**src/rtl/lfot_pkg.sv**
```systemverilog
// Shared types and constants for the LED frame output treatment block.
// Pixel and result payloads, the queued work item, register codes and fixed tables.
// Used by every module under rtl/.
`timescale 1ns / 1ps

package lfot_pkg;

	// Configuration register indexes
	localparam logic [2:0] CFG_MODE_FLAGS     = 3'd0;
	localparam logic [2:0] CFG_TINT_AMT       = 3'd1;
	localparam logic [2:0] CFG_COVER_OPA      = 3'd2;
	localparam logic [2:0] CFG_BASE_INTENSITY = 3'd3;
	localparam logic [2:0] CFG_RING_NUM       = 3'd4;

	// Bits of mode_flags
	localparam int FLAG_INCAND    = 0;
	localparam int FLAG_CLEAN     = 1;
	localparam int FLAG_BASE      = 2;
	localparam int FLAG_PRISM_OFF = 3;
	localparam int FLAG_REVERSE   = 4;
	localparam int FLAG_DITHER    = 5;

	localparam int LANE_R = 0;
	localparam int LANE_G = 1;
	localparam int LANE_B = 2;
	localparam int LANES  = 3;

	localparam int PRISM_MAX = 8;
	localparam int QDEPTH    = 2;

	localparam logic [14:0] ONE_Q14 = 15'd16384;

	// Amber tint per lane, U2.14
	localparam logic [14:0] TINT [LANES] = '{15'd16384, 15'd7296, 15'd2559};
	// One minus tint: the mix factor is 2^28 - mix * slope
	localparam logic [14:0] SLOPE [LANES] = '{15'd0, 15'd9088, 15'd13825};

	typedef struct packed {
		logic [15:0] red_in;
		logic [15:0] green_in;
		logic [15:0] blue_in;
	} pix_in_t;

	typedef struct packed {
		logic [15:0] red_out;
		logic [15:0] green_out;
		logic [15:0] blue_out;
		logic [6:0]  position;
		logic        frame_end;
		logic [1:0]  phase_out;
	} pix_out_t;

	typedef struct packed {
		logic [5:0]  mode_flags;
		logic [14:0] tint_amt;
		logic [14:0] cover_opa;
		logic [14:0] base_intensity;
		logic [3:0]  ring_num;
	} cfg_regs_t;

	// One classified pixel waiting for the arithmetic back end
	typedef struct packed {
		logic [LANES-1:0][15:0] color;
		logic                   incand;
		logic                   mix_on;
		logic [14:0]            mix;
		logic                   cover_on;
		logic [16:0]            cover_scale;
		logic [10:0]            base_offset;
		logic [LANES-1:0][11:0] floor_lvl;
		logic [6:0]             position;
		logic                   frame_end;
		logic [1:0]             phase;
	} work_t;

	function automatic logic [14:0] sat_one(input logic [14:0] v);
		return (v > ONE_Q14) ? ONE_Q14 : v;
	endfunction

	// round(gain * 16384 / 255) with gain = 48 - 4p
	function automatic logic [11:0] prism_full(input logic [2:0] p);
		logic [11:0] v;
		case (p)
			3'd0: v = 12'd3084;
			3'd1: v = 12'd2827;
			3'd2: v = 12'd2570;
			3'd3: v = 12'd2313;
			3'd4: v = 12'd2056;
			3'd5: v = 12'd1799;
			3'd6: v = 12'd1542;
			3'd7: v = 12'd1285;
			default: v = 12'd0;
		endcase
		return v;
	endfunction

	// round(floor(gain / 2) * 16384 / 255)
	function automatic logic [11:0] prism_half(input logic [2:0] p);
		logic [11:0] v;
		case (p)
			3'd0: v = 12'd1542;
			3'd1: v = 12'd1414;
			3'd2: v = 12'd1285;
			3'd3: v = 12'd1157;
			3'd4: v = 12'd1028;
			3'd5: v = 12'd900;
			3'd6: v = 12'd771;
			3'd7: v = 12'd643;
			default: v = 12'd0;
		endcase
		return v;
	endfunction

endpackage

```
**src/rtl/led_frame_output_treatment_top.sv**
```systemverilog
// LED frame output treatment: pixel input, configuration port, treated pixel output.
// Holds the configuration registers and joins front, queue and back. Depends on lfot_pkg.
//
// Usage:
//   Pixels enter on in_valid / in_stall with in_data (U2.14 red, green, blue) in
//   strip order; a transaction completes when in_valid is high and in_stall low.
//   Each pixel yields one result on out_valid / out_stall: the treated color,
//   display position, a frame_end mark on the last pixel and the dither phase.
//   Registers are written through cfg_valid / cfg_ready with cfg_index and
//   cfg_data; cfg_ready is always high. Write them only while no pixel is in flight.
//   The back end steps one multiplier per lane through color, cover and a final
//   output step, and takes no new pixel from the queue until it finishes the current one.
//   A two-entry queue sits between the front and the back end; in_stall rises
//   when it is full. When the receiver stalls, the result holds in the output
//   register and the back end waits at its final step until the register frees.
//   Reset clears the registers, the frame position and the dither phase, and
//   empties the queue and the output register.
`timescale 1ns / 1ps

module led_frame_output_treatment_top
	import lfot_pkg::*;
#(
	parameter int PIXELS = 128
) (
	input  logic        clk,
	input  logic        arst_n,
	input  logic        in_valid,
	output logic        in_stall,
	input  pix_in_t     in_data,
	output logic        out_valid,
	input  logic        out_stall,
	output pix_out_t    out_data,
	input  logic        cfg_valid,
	output logic        cfg_ready,
	input  logic [2:0]  cfg_index,
	input  logic [15:0] cfg_data
);

	cfg_regs_t cfg_q;
	logic      q_full;
	logic      q_empty;
	logic      push;
	logic      pop;
	work_t     push_data;
	work_t     head;

	assign cfg_ready = 1'b1;

	always_ff @(posedge clk or negedge arst_n) begin
		if (!arst_n) begin
			cfg_q <= '0;
		end else if (cfg_valid && cfg_ready) begin
			case (cfg_index)
				CFG_MODE_FLAGS:     cfg_q.mode_flags     <= cfg_data[5:0];
				CFG_TINT_AMT:       cfg_q.tint_amt       <= cfg_data[14:0];
				CFG_COVER_OPA:      cfg_q.cover_opa      <= cfg_data[14:0];
				CFG_BASE_INTENSITY: cfg_q.base_intensity <= cfg_data[14:0];
				CFG_RING_NUM:       cfg_q.ring_num       <= cfg_data[3:0];
				default: ;
			endcase
		end
	end

	lfot_front #(
		.PIXELS(PIXELS)
	) u_front (
		.clk       (clk),
		.arst_n    (arst_n),
		.in_valid  (in_valid),
		.in_stall  (in_stall),
		.in_data   (in_data),
		.cfg       (cfg_q),
		.q_full    (q_full),
		.push      (push),
		.push_data (push_data)
	);

	lfot_queue u_queue (
		.clk       (clk),
		.arst_n    (arst_n),
		.push      (push),
		.push_data (push_data),
		.pop       (pop),
		.head      (head),
		.full      (q_full),
		.empty     (q_empty)
	);

	lfot_back u_back (
		.clk       (clk),
		.arst_n    (arst_n),
		.head      (head),
		.empty     (q_empty),
		.pop       (pop),
		.out_valid (out_valid),
		.out_stall (out_stall),
		.out_data  (out_data)
	);

endmodule

```
**src/rtl/lfot_front.sv**
```systemverilog
// Front end: accepts pixels, keeps the frame position and dither phase, classifies.
// Produces one work_t per pixel for the queue. Depends on lfot_pkg.
`timescale 1ns / 1ps

module lfot_front
	import lfot_pkg::*;
#(
	parameter int PIXELS = 128
) (
	input  logic      clk,
	input  logic      arst_n,
	input  logic      in_valid,
	output logic      in_stall,
	input  pix_in_t   in_data,
	input  cfg_regs_t cfg,
	input  logic      q_full,
	output logic      push,
	output work_t     push_data
);

	localparam int CW   = $clog2(PIXELS);
	localparam int PW   = (CW > 7) ? CW : 7;
	localparam int HALF = PIXELS / 2;

	logic [CW-1:0] idx_q;
	logic [1:0]    phase_q;
	logic          last;
	logic [1:0]    phase_nxt;
	logic          clean;
	logic [14:0]   mix_eff;
	logic [14:0]   opa;
	logic [16:0]   opa3;
	logic [16:0]   opa4;
	logic [16:0]   scale;
	logic [14:0]   int_sat;
	logic [19:0]   bx;
	logic [18:0]   by;
	logic [27:0]   bq_prod;
	logic [10:0]   bq0;
	logic [18:0]   brem;
	logic [10:0]   bofs;
	logic [3:0]    ring_cnt;
	logic [15:0]   peak;
	logic [CW-1:0] pos;
	logic [PW-1:0] pos_w;
	logic [LANES-1:0][11:0] floor_lvl;

	assign in_stall = q_full;
	assign push     = in_valid & ~q_full;

	assign last      = (idx_q == CW'(PIXELS - 1));
	assign phase_nxt = (last && cfg.mode_flags[FLAG_DITHER]) ? phase_q + 2'd1 : phase_q;

	always_ff @(posedge clk or negedge arst_n) begin
		if (!arst_n) begin
			idx_q   <= '0;
			phase_q <= '0;
		end else if (push) begin
			idx_q   <= last ? '0 : idx_q + CW'(1);
			phase_q <= phase_nxt;
		end
	end

	assign clean   = cfg.mode_flags[FLAG_CLEAN];
	assign mix_eff = clean ? 15'd0 : sat_one(cfg.tint_amt);

	// Cover weights 1/4, 1, 1/4, 0 by strip index mod 4
	assign opa  = sat_one(cfg.cover_opa);
	assign opa3 = 17'(opa) * 17'd3;
	assign opa4 = {opa, 2'b00};

	always_comb begin
		case (idx_q[1:0])
			2'd0, 2'd2: scale = 17'h10000 - opa3;
			2'd1:       scale = 17'h10000;
			default:    scale = 17'h10000 - opa4;
		endcase
	end

	// Base offset round(i * 40 / 510): reciprocal estimate, then one correction
	assign int_sat = sat_one(cfg.base_intensity);
	assign bx      = 20'(int_sat) * 20'd40 + 20'd255;
	assign by      = bx[19:1];
	assign bq_prod = 28'(by) * 28'd257;
	assign bq0     = bq_prod[26:16];
	assign brem    = by - 19'(bq0) * 19'd255;
	assign bofs    = (brem >= 19'd255) ? bq0 + 11'd1 : bq0;

	assign ring_cnt = (cfg.ring_num > 4'd8) ? 4'd8 : cfg.ring_num;

	always_comb begin
		floor_lvl = '0;
		if (!cfg.mode_flags[FLAG_PRISM_OFF]) begin
			for (int p = 0; p < PRISM_MAX; p++) begin
				if (p < int'(ring_cnt) && (2 + 3 * p) <= HALF - 1
						&& HALF + 2 + 3 * p < PIXELS) begin
					if (int'(idx_q) == HALF - 1 - (2 + 3 * p)) begin
						floor_lvl[LANE_R] = prism_full(3'(p));
						floor_lvl[LANE_B] = prism_half(3'(p));
					end
					if (int'(idx_q) == HALF + 2 + 3 * p) begin
						floor_lvl[LANE_G] = prism_full(3'(p));
						floor_lvl[LANE_B] = prism_half(3'(p));
					end
				end
			end
		end
	end

	always_comb begin
		peak = in_data.red_in;
		if (in_data.green_in > peak) peak = in_data.green_in;
		if (in_data.blue_in > peak) peak = in_data.blue_in;
	end

	assign pos   = cfg.mode_flags[FLAG_REVERSE] ? CW'(PIXELS - 1) - idx_q : idx_q;
	assign pos_w = PW'(pos);

	always_comb begin
		push_data.incand = cfg.mode_flags[FLAG_INCAND];
		if (cfg.mode_flags[FLAG_INCAND]) begin
			push_data.color[LANE_R] = peak;
			push_data.color[LANE_G] = peak;
			push_data.color[LANE_B] = peak;
		end else begin
			push_data.color[LANE_R] = in_data.red_in;
			push_data.color[LANE_G] = in_data.green_in;
			push_data.color[LANE_B] = in_data.blue_in;
		end
		push_data.mix_on      = ~cfg.mode_flags[FLAG_INCAND] && (mix_eff != 15'd0);
		push_data.mix         = mix_eff;
		push_data.cover_on    = (opa != 15'd0);
		push_data.cover_scale = scale;
		push_data.base_offset = (cfg.mode_flags[FLAG_BASE] && !clean) ? bofs : 11'd0;
		push_data.floor_lvl   = floor_lvl;
		push_data.position    = pos_w[6:0];
		push_data.frame_end   = last;
		push_data.phase       = phase_nxt;
	end

endmodule

```
**src/rtl/lfot_queue.sv**
```systemverilog
// Two-entry queue of classified pixels between front and back end.
// Lets either side stall on its own. Depends on lfot_pkg.
`timescale 1ns / 1ps

module lfot_queue
	import lfot_pkg::*;
(
	input  logic  clk,
	input  logic  arst_n,
	input  logic  push,
	input  work_t push_data,
	input  logic  pop,
	output work_t head,
	output logic  full,
	output logic  empty
);

	localparam int AW = $clog2(QDEPTH);

	work_t           mem_q [QDEPTH];
	logic [AW-1:0]   wr_ptr_q;
	logic [AW-1:0]   rd_ptr_q;
	logic [AW:0]     count_q;

	assign full  = (count_q == (AW + 1)'(QDEPTH));
	assign empty = (count_q == '0);
	assign head  = mem_q[rd_ptr_q];

	always_ff @(posedge clk or negedge arst_n) begin
		if (!arst_n) begin
			wr_ptr_q <= '0;
			rd_ptr_q <= '0;
			count_q  <= '0;
		end else begin
			if (push) wr_ptr_q <= wr_ptr_q + AW'(1);
			if (pop) rd_ptr_q <= rd_ptr_q + AW'(1);
			if (push && !pop) count_q <= count_q + (AW + 1)'(1);
			else if (pop && !push) count_q <= count_q - (AW + 1)'(1);
		end
	end

	always_ff @(posedge clk) begin
		if (push) mem_q[wr_ptr_q] <= push_data;
	end

endmodule

```
**src/rtl/lfot_back.sv**
```systemverilog
// Back end: three multiply lanes stepped through mix factor, color and cover,
// then base offset, prism floor, saturation and the output register. Depends on lfot_pkg.
`timescale 1ns / 1ps

module lfot_back
	import lfot_pkg::*;
(
	input  logic     clk,
	input  logic     arst_n,
	input  work_t    head,
	input  logic     empty,
	output logic     pop,
	output logic     out_valid,
	input  logic     out_stall,
	output pix_out_t out_data
);

	localparam logic [1:0] ST_IDLE  = 2'd0;
	localparam logic [1:0] ST_COLOR = 2'd1;
	localparam logic [1:0] ST_COVER = 2'd2;
	localparam logic [1:0] ST_DONE  = 2'd3;

	logic [1:0]  state_q;
	logic        out_valid_q;
	pix_out_t    out_q;
	work_t       job_q;
	logic [15:0] val_q [LANES];
	logic [28:0] fac_q [LANES];

	logic        out_free;
	logic        finish;
	logic [15:0] op_a  [LANES];
	logic [28:0] op_b  [LANES];
	logic [44:0] prod  [LANES];
	logic [44:0] rnd14 [LANES];
	logic [44:0] rnd28 [LANES];
	logic [44:0] rnd16 [LANES];
	logic [16:0] sum   [LANES];
	logic [15:0] res   [LANES];

	assign out_free = ~out_valid_q | ~out_stall;
	assign finish   = (state_q == ST_DONE) && out_free;
	assign pop      = ~empty && ((state_q == ST_IDLE) || finish);

	always_comb begin
		for (int l = 0; l < LANES; l++) begin
			case (state_q)
				ST_COLOR: begin
					op_a[l] = val_q[l];
					op_b[l] = job_q.incand ? 29'(TINT[l]) : fac_q[l];
				end
				ST_COVER: begin
					op_a[l] = val_q[l];
					op_b[l] = 29'(job_q.cover_scale);
				end
				default: begin
					// mix factor for the entry being popped
					op_a[l] = {1'b0, head.mix};
					op_b[l] = 29'(SLOPE[l]);
				end
			endcase
			prod[l]  = 45'(op_a[l]) * 45'(op_b[l]);
			rnd14[l] = (prod[l] + 45'(1 << 13)) >> 14;
			rnd28[l] = (prod[l] + 45'(1 << 27)) >> 28;
			rnd16[l] = (prod[l] + 45'(1 << 15)) >> 16;
		end
	end

	always_comb begin
		for (int l = 0; l < LANES; l++) begin
			sum[l] = 17'(val_q[l]) + 17'(job_q.base_offset);
			if (sum[l] < 17'(job_q.floor_lvl[l])) sum[l] = 17'(job_q.floor_lvl[l]);
			res[l] = sum[l][16] ? 16'hFFFF : sum[l][15:0];
		end
	end

	always_ff @(posedge clk or negedge arst_n) begin
		if (!arst_n) begin
			state_q     <= ST_IDLE;
			out_valid_q <= 1'b0;
		end else begin
			case (state_q)
				ST_IDLE:  if (pop) state_q <= ST_COLOR;
				ST_COLOR: state_q <= ST_COVER;
				ST_COVER: state_q <= ST_DONE;
				ST_DONE:  if (finish) state_q <= pop ? ST_COLOR : ST_IDLE;
				default:  state_q <= ST_IDLE;
			endcase
			if (finish) out_valid_q <= 1'b1;
			else if (!out_stall) out_valid_q <= 1'b0;
		end
	end

	always_ff @(posedge clk) begin
		if (finish) begin
			out_q.red_out   <= res[LANE_R];
			out_q.green_out <= res[LANE_G];
			out_q.blue_out  <= res[LANE_B];
			out_q.position  <= job_q.position;
			out_q.frame_end <= job_q.frame_end;
			out_q.phase_out <= job_q.phase;
		end
		if (pop) job_q <= head;
		for (int l = 0; l < LANES; l++) begin
			if (pop) begin
				val_q[l] <= head.color[l];
				fac_q[l] <= 29'h1000_0000 - prod[l][28:0];
			end else if (state_q == ST_COLOR) begin
				if (job_q.incand) val_q[l] <= rnd14[l][15:0];
				else if (job_q.mix_on) val_q[l] <= rnd28[l][15:0];
			end else if (state_q == ST_COVER && job_q.cover_on) begin
				val_q[l] <= rnd16[l][15:0];
			end
		end
	end

	assign out_valid = out_valid_q;
	assign out_data  = out_q;

	a_color_after_pop: assert property (@(posedge clk) disable iff (!arst_n)
		state_q == ST_COLOR |-> $past(pop))
		else $error("color step entered without a popped entry");

	a_cover_follows_color: assert property (@(posedge clk) disable iff (!arst_n)
		state_q == ST_COLOR |=> state_q == ST_COVER)
		else $error("cover step did not follow color step");

	a_finish_loads_output: assert property (@(posedge clk) disable iff (!arst_n)
		finish |=> out_valid_q)
		else $error("finished pixel not presented at output");

endmodule
```
**config.mk**
```make
export PLATFORM = sky130hd
export DESIGN_NAME = led_frame_output_treatment_top
export DESIGN_NICKNAME = d
export VERILOG_FILES = /design/src/rtl/lfot_pkg.sv /design/src/rtl/led_frame_output_treatment_top.sv /design/src/rtl/lfot_front.sv /design/src/rtl/lfot_queue.sv /design/src/rtl/lfot_back.sv
export SDC_FILE = /design/constraint.sdc
export NUM_CORES = 2
export LEC_CHECK = 0
export BUFFER_PORTS_ARGS = -buffer_cell sky130_fd_sc_hd__buf_2
export CORE_MARGIN = 3
export CORE_UTILIZATION = 60
export DETAILED_ROUTE_END_ITERATION = 7
export MAX_ROUTING_LAYER = met4
export PLACE_DENSITY = 0.77
export SETUP_SLACK_MARGIN = 0.3
export SYNTH_ARGS = -nofsm -noshare
export SYNTH_HDL_FRONTEND = slang
export SYNTH_SLANG_ARGS = --single-unit
```
**constraint.sdc**
```tcl
create_clock -name clk -period 15.14 [get_ports clk]
set_clock_uncertainty 0.05 [all_clocks]
set_input_delay 0 -clock clk [delete_from_list [all_inputs] [get_ports clk]]
set_output_delay 0 -clock clk [all_outputs]
set_load 0.01 [all_outputs]
```
# ---- Word level (Yosys, flattened, before mapping)
# Memory sizes are Yosys's and may differ from the RTL's.
# Cells that the tools add are included.
dict set report totals {
  in_bits 72
  mem_bits_rw 415
  word_cells 251
  memories 3
  reg_bits 206
}
# memory depth word_bits rd rd_ports_with_merged_regs wr line
set mem_list {}
lappend mem_list {u_queue.mem_q 2 140 1 0 1 lfot_queue.sv:20} ;# work_t mem_q [QDEPTH];
lappend mem_list {u_back.fac_q 3 29 3 0 3 lfot_back.sv:28} ;# logic [28:0] fac_q [LANES];
lappend mem_list {u_back.val_q 3 16 3 0 3 lfot_back.sv:27} ;# logic [15:0] val_q [LANES];
dict set report classes {
  mul 7
  reduce_logical 27
  n_addsub 27
  eq_ne 30
  bitwise 16
  mux 94
  magnitude_cmp 18
}
# operator count
set ops {}
lappend ops {{36-bit two-way mux} 10}
lappend ops {{16-bit two-way mux} 14}
lappend ops {{24-bit two-way mux} 8}
lappend ops {{12-bit two-way mux} 15}
lappend ops {{29-bit case mux with 2 select lines} 3}
lappend ops {{44-bit by 28-bit adder with 44-bit output (second input constant)} 3}
lappend ops {{16-bit by 29-bit multiplier with 44-bit output} 3}
lappend ops {{7-bit equality test (second input constant)} 17}
lappend ops {{32-bit by 16-bit adder with 32-bit output (second input constant)} 3}
lappend ops {{30-bit by 14-bit adder with 30-bit output (second input constant)} 3}
lappend ops {{29-bit two-way mux} 3}
lappend ops {{29-bit subtractor (first input constant)} 3}
lappend ops {{15-bit two-way mux} 4}
lappend ops {{16-bit by 11-bit adder with 17-bit output} 3}
lappend ops {{17-bit by 12-bit less-than comparator with 1-bit output} 3}
lappend ops {{17-bit two-way mux} 3}
lappend ops {{48-bit two-way mux} 1}
lappend ops {{15-bit greater-than comparator (second input constant)} 3}
lappend ops {{17-bit case mux with 2 select lines} 1}
lappend ops {{17-bit subtractor (first input constant)} 2}
lappend ops {{11-bit two-way mux} 3}
lappend ops {{16-bit greater-than comparator} 2}
lappend ops {{15-bit nonzero test} 2}
lappend ops {{19-bit by 9-bit multiplier with 27-bit output (second input constant)} 1}
lappend ops {{other kinds (38)} 106}

# ---- Logic depth before layout (Yosys ltp)
dict set report depth {
  depth_word 27
  mapped_depth 53
  mapped_depth_nobuf 50
}

# ---- Hierarchy
# A second synthesis with hierarchy kept.
dict set report unflattened {
  cells_unflattened 9159
  area_unflattened_um2 85672.2
}
# mod instances cells_each area_per_inst_um2
set by_module_without_submodules {}
lappend by_module_without_submodules {lfot_back 1 7343 63523.4}
lappend by_module_without_submodules {lfot_queue 1 452 10661.5}
lappend by_module_without_submodules {lfot_front 1 1242 9331.4}
lappend by_module_without_submodules {led_frame_output_treatment_top 1 122 2155.8}

# ---- Least setup slack after synthesis
# OpenSTA, ideal clock, no wires.
dict set report synth_timing {
  kind {register to register}
  from {register cfg_q[18] in the netlist's numbering}
  to {memory u_queue.mem_q[0][51] in the netlist's numbering (data pin)}
  period_less_slack_ns 11.839
  arrival_time_ns 11.519
  path_stages_with_launch 52
  setup_slack_ns 3.301
  cell_sequence {dfrtp_1 clkbuf_1 clkbuf_1 nor2b_1 ha_1 ha_1 or2_2 or4b_1 o21ai_1 xnor2_1 or3b_1 buf_2 nor2_1 a21oi_1 a21oi_1 xnor2_1 ha_1 ha_1 (+16 left out) inv_1 fa_1 inv_1 ha_1 clkbuf_1 a21o_1 a21o_1 a221o_1 a31oi_1 o21ai_0 a2111o_1 o211ai_1 nor3_1 mux2i_1 buf_2 nand4_1 xnor2_1 nor2_1}
}
# element line
set synth_rtl {}
lappend synth_rtl {{start: declaration} led_frame_output_treatment_top.sv:39} ;# cfg_regs_t cfg_q;
lappend synth_rtl {{end: declaration} lfot_queue.sv:20}

==> run summary <==
GPL Wtd Cong: 1.02
Max Cap Viol: 0
Starting Density: 0.608
Post-route cell area: 84800 sq um
All-Layer GR Usage: 0.375
Antenna Violating Nets Remaining: 0
Minimum clock period: 13.54 ns
Max stage delay cell, worst path: fa_1
Fin nets: 10.3k
Cell mode on critical path: ha_1
CORE AREA: 130000 sq um
DR vias: 63.5k
Hold Crit Depth: 4
Detail Placement HPWL: 190 mm
PortBufs: 130
Reg area: 16400 sq um
Max Clock Freq: 0.0739 GHz
CTS resizes: 0
Share of cells above drive strength 1: 0.0684
Root Driver: clkbuf_16
Via density: 6.16
Commonest non-fill, non-tap cell in the layout: nand2_1
Fraction of registers with async set/reset: 0.127
Area contributors post-synth: fa_1 (30%), edfxtp_1 (18%), ha_1 (8.9%)
Reg2reg setup slack: 1.60 ns
Stages on the worst setup path: 51
Synth warnings: 0
CTS Buf Count: 61
Final non-filler cell total: 10.3k
Worst Tran Pin Value: 1.29 ns
CP Class: register to register
DRC: 0
#FFs+latches synth: 558
Hold_buf cts: 95
I/O Pins: 133
CP top delay family: compound AO/OA/AOI/OAI gates
Main synth FF type: edfxtp_1
Clock transition at path regs: 0.06 ns
Max_slew headroom: 0.141
Crit path required time: 15.60 ns
Crit-path max FO: 11
CP Launch Type: register
Sequential area share after synthesis: 0.207
Fillers: 10.4k
Die height: 369 um
Number of global-route vias before repair: 65.3k
Post-CTS Setup Inserts: 0
Die area: 136000 sq um
WL/cell: 23.8 um
DP Area: 81700 sq um
CP arrival: 14.00 ns
Cell Rows: 132
Final core utilization: 0.650
Final hold vios: 0
Global-route wire length before repair: 379 mm
Setup TNS: 0 ns
Synthesized cell area: 79200 sq um
Sink Count: 558
Layout Area Growth over Synthesis: 7.00%
Pin count of the biggest net entering global routing: 83
Syn_area_per_cell: 9.34 sq um
CTS tree: built
Final period utilization: 0.894
Max Slew Vio Count: 0
Area leader, netlist: fa_1
Post-synth top area share: 0.298
Yosys cell types: 112
Status: complete, no violations
Multi-input gate area: 56700 sq um
Largest stage delay, worst path: 0.54 ns
Final setup vio count: 0
Most frequent cells in the layout: nand2_1 (1336), inv_1 (1300), fa_1 (1180), nor2_1 (624), ha_1 (564)
Placed Cells: 10.1k
DRT Pass-1 Iters: 6
Synthesized net count: 10.3k
WL final: 245 mm
DRT iter0 DRCs: 6388
WP buf/inv: 6
CTS Buffer Depth: 3
Number of synthesized flops with an enable pin: 487
Clk_lat worst skew: 0.68 ns
Die W: 369 um
RSZ-0062 raised after global routing: no
R2R depth: 51
Worst setup EP type: register
Worst hold path type: input pin to register
Initial antenna violation count: 7
H-tree levels: 2
Total gr overflow: 0
Gate Count Post-Synth: 8485
-- synth_stat cells (all sizes together) (11+ instances only) --
cell type	count
xnor2	279
or2	17
nand3b	13
a22o	31
a21boi	17
a31oi	31
nor2	625
o22ai	54
o22a	17
o31ai	17
and2	112
buf	40
and3	114
nand2b	47
or3	29
nand3	92
nor3b	16
a221oi	14
clkbuf	351
a211oi	47
xor2	155
nor3	77
a21oi	318
o21a	56
o221ai	16
fa	1180
o211ai	40
nand4	63
dfrtp	71
nor4	29
a31o	11
o21ai	203
edfxtp	487
o21bai	35
nand2	1337
mux2	128
a2bb2oi	34
nor2b	70
inv	1304
a22oi	24
mux2i	60
a21o	104
ha	565
a211o	11
-- tightest hold or removal path: stages --
cell,delay [ns]
buf_2,0.10
nor2b_1,0.15
nor3b_2,0.28
mux2_2,0.26
-- cell families after synthesis --
| family | Yosys count | share of synthesized area |
|---|---|---|
| mux | 188 | 0.0258 |
| buf+inv | 1697 | 0.0810 |
| fa+ha+maj | 1747 | 0.388 |
| simple gates | 2687 | 0.150 |
| flops | 558 | 0.207 |
| compound gates | 1172 | 0.0996 |
| xor+xnor | 435 | 0.0484 |
| other cells | 1 | 0.0000473 |
-- registers in the layout, indices dropped and copies added, names as in the netlist --
signal,flops
u_back.job_q,56
u_back.fac_q,87
u_queue.mem_q,238
u_front.phase_q,2
u_back.out_valid,1
u_queue.rd_ptr_q,1
cfg_q,55
u_back.val_q,48
u_back.out_data,58
u_front.idx_q,7
u_queue.wr_ptr_q,1
u_back.state_q,2
u_queue.count_q,2
-- final timing paths --
path / startpoint / endpoint
max: cfg_q[4] / u_queue.mem_q[0][56]
min: cfg_valid / cfg_q[54]
max reg2reg: cfg_q[4] / u_queue.mem_q[0][56]
min reg2reg: u_back.job_q[6] / u_back.out_data[6]
max in group asynchronous: arst_n / u_queue.rd_ptr_q
min in group asynchronous: arst_n / cfg_q[10]
-- final cells by class --
type | instances | share of cell area
Antenna cell | 5 | 0.000148
Clock buffer | 75 | 0.0190
Clock inverter | 40 | 0.00580
Inverter | 1306 | 0.0579
Multi-Input combinational cell | 6230 | 0.669
Sequential cell | 558 | 0.194
Tap cell | 1742 | 0.0257
Timing Repair Buffer | 339 | 0.0292
-- metrics by stage --
| stage | setup slack [ns] | hold slack (ns) |
|---|---|---|
| 4_1_cts | 1.65 | 0.0694 |
| 5_1_grt | 0.618 | 0.118 |
| 2_1_floorplan | 3.30 | -0.346 |
| 6_report | 1.60 | 0.106 |
| 3_5_place_dp | 1.72 | 0.140 |
| 3_3_place_gp | 1.90 | 0.122 |
-- per-layer routing --
metal / share of wire / up-vias / track usage
met5: 0 / - / -
met4: 0.052 / 0 / 0.160
met3: 0.11 / 690 / 0.0863
met2: 0.46 / 3458 / 0.574
met1: 0.38 / 31800 / 0.482
li1: - / 27500 / -
Power is not shown: default switching activity piles up to over one toggle a cycle in this logic, so the estimate is an artifact.
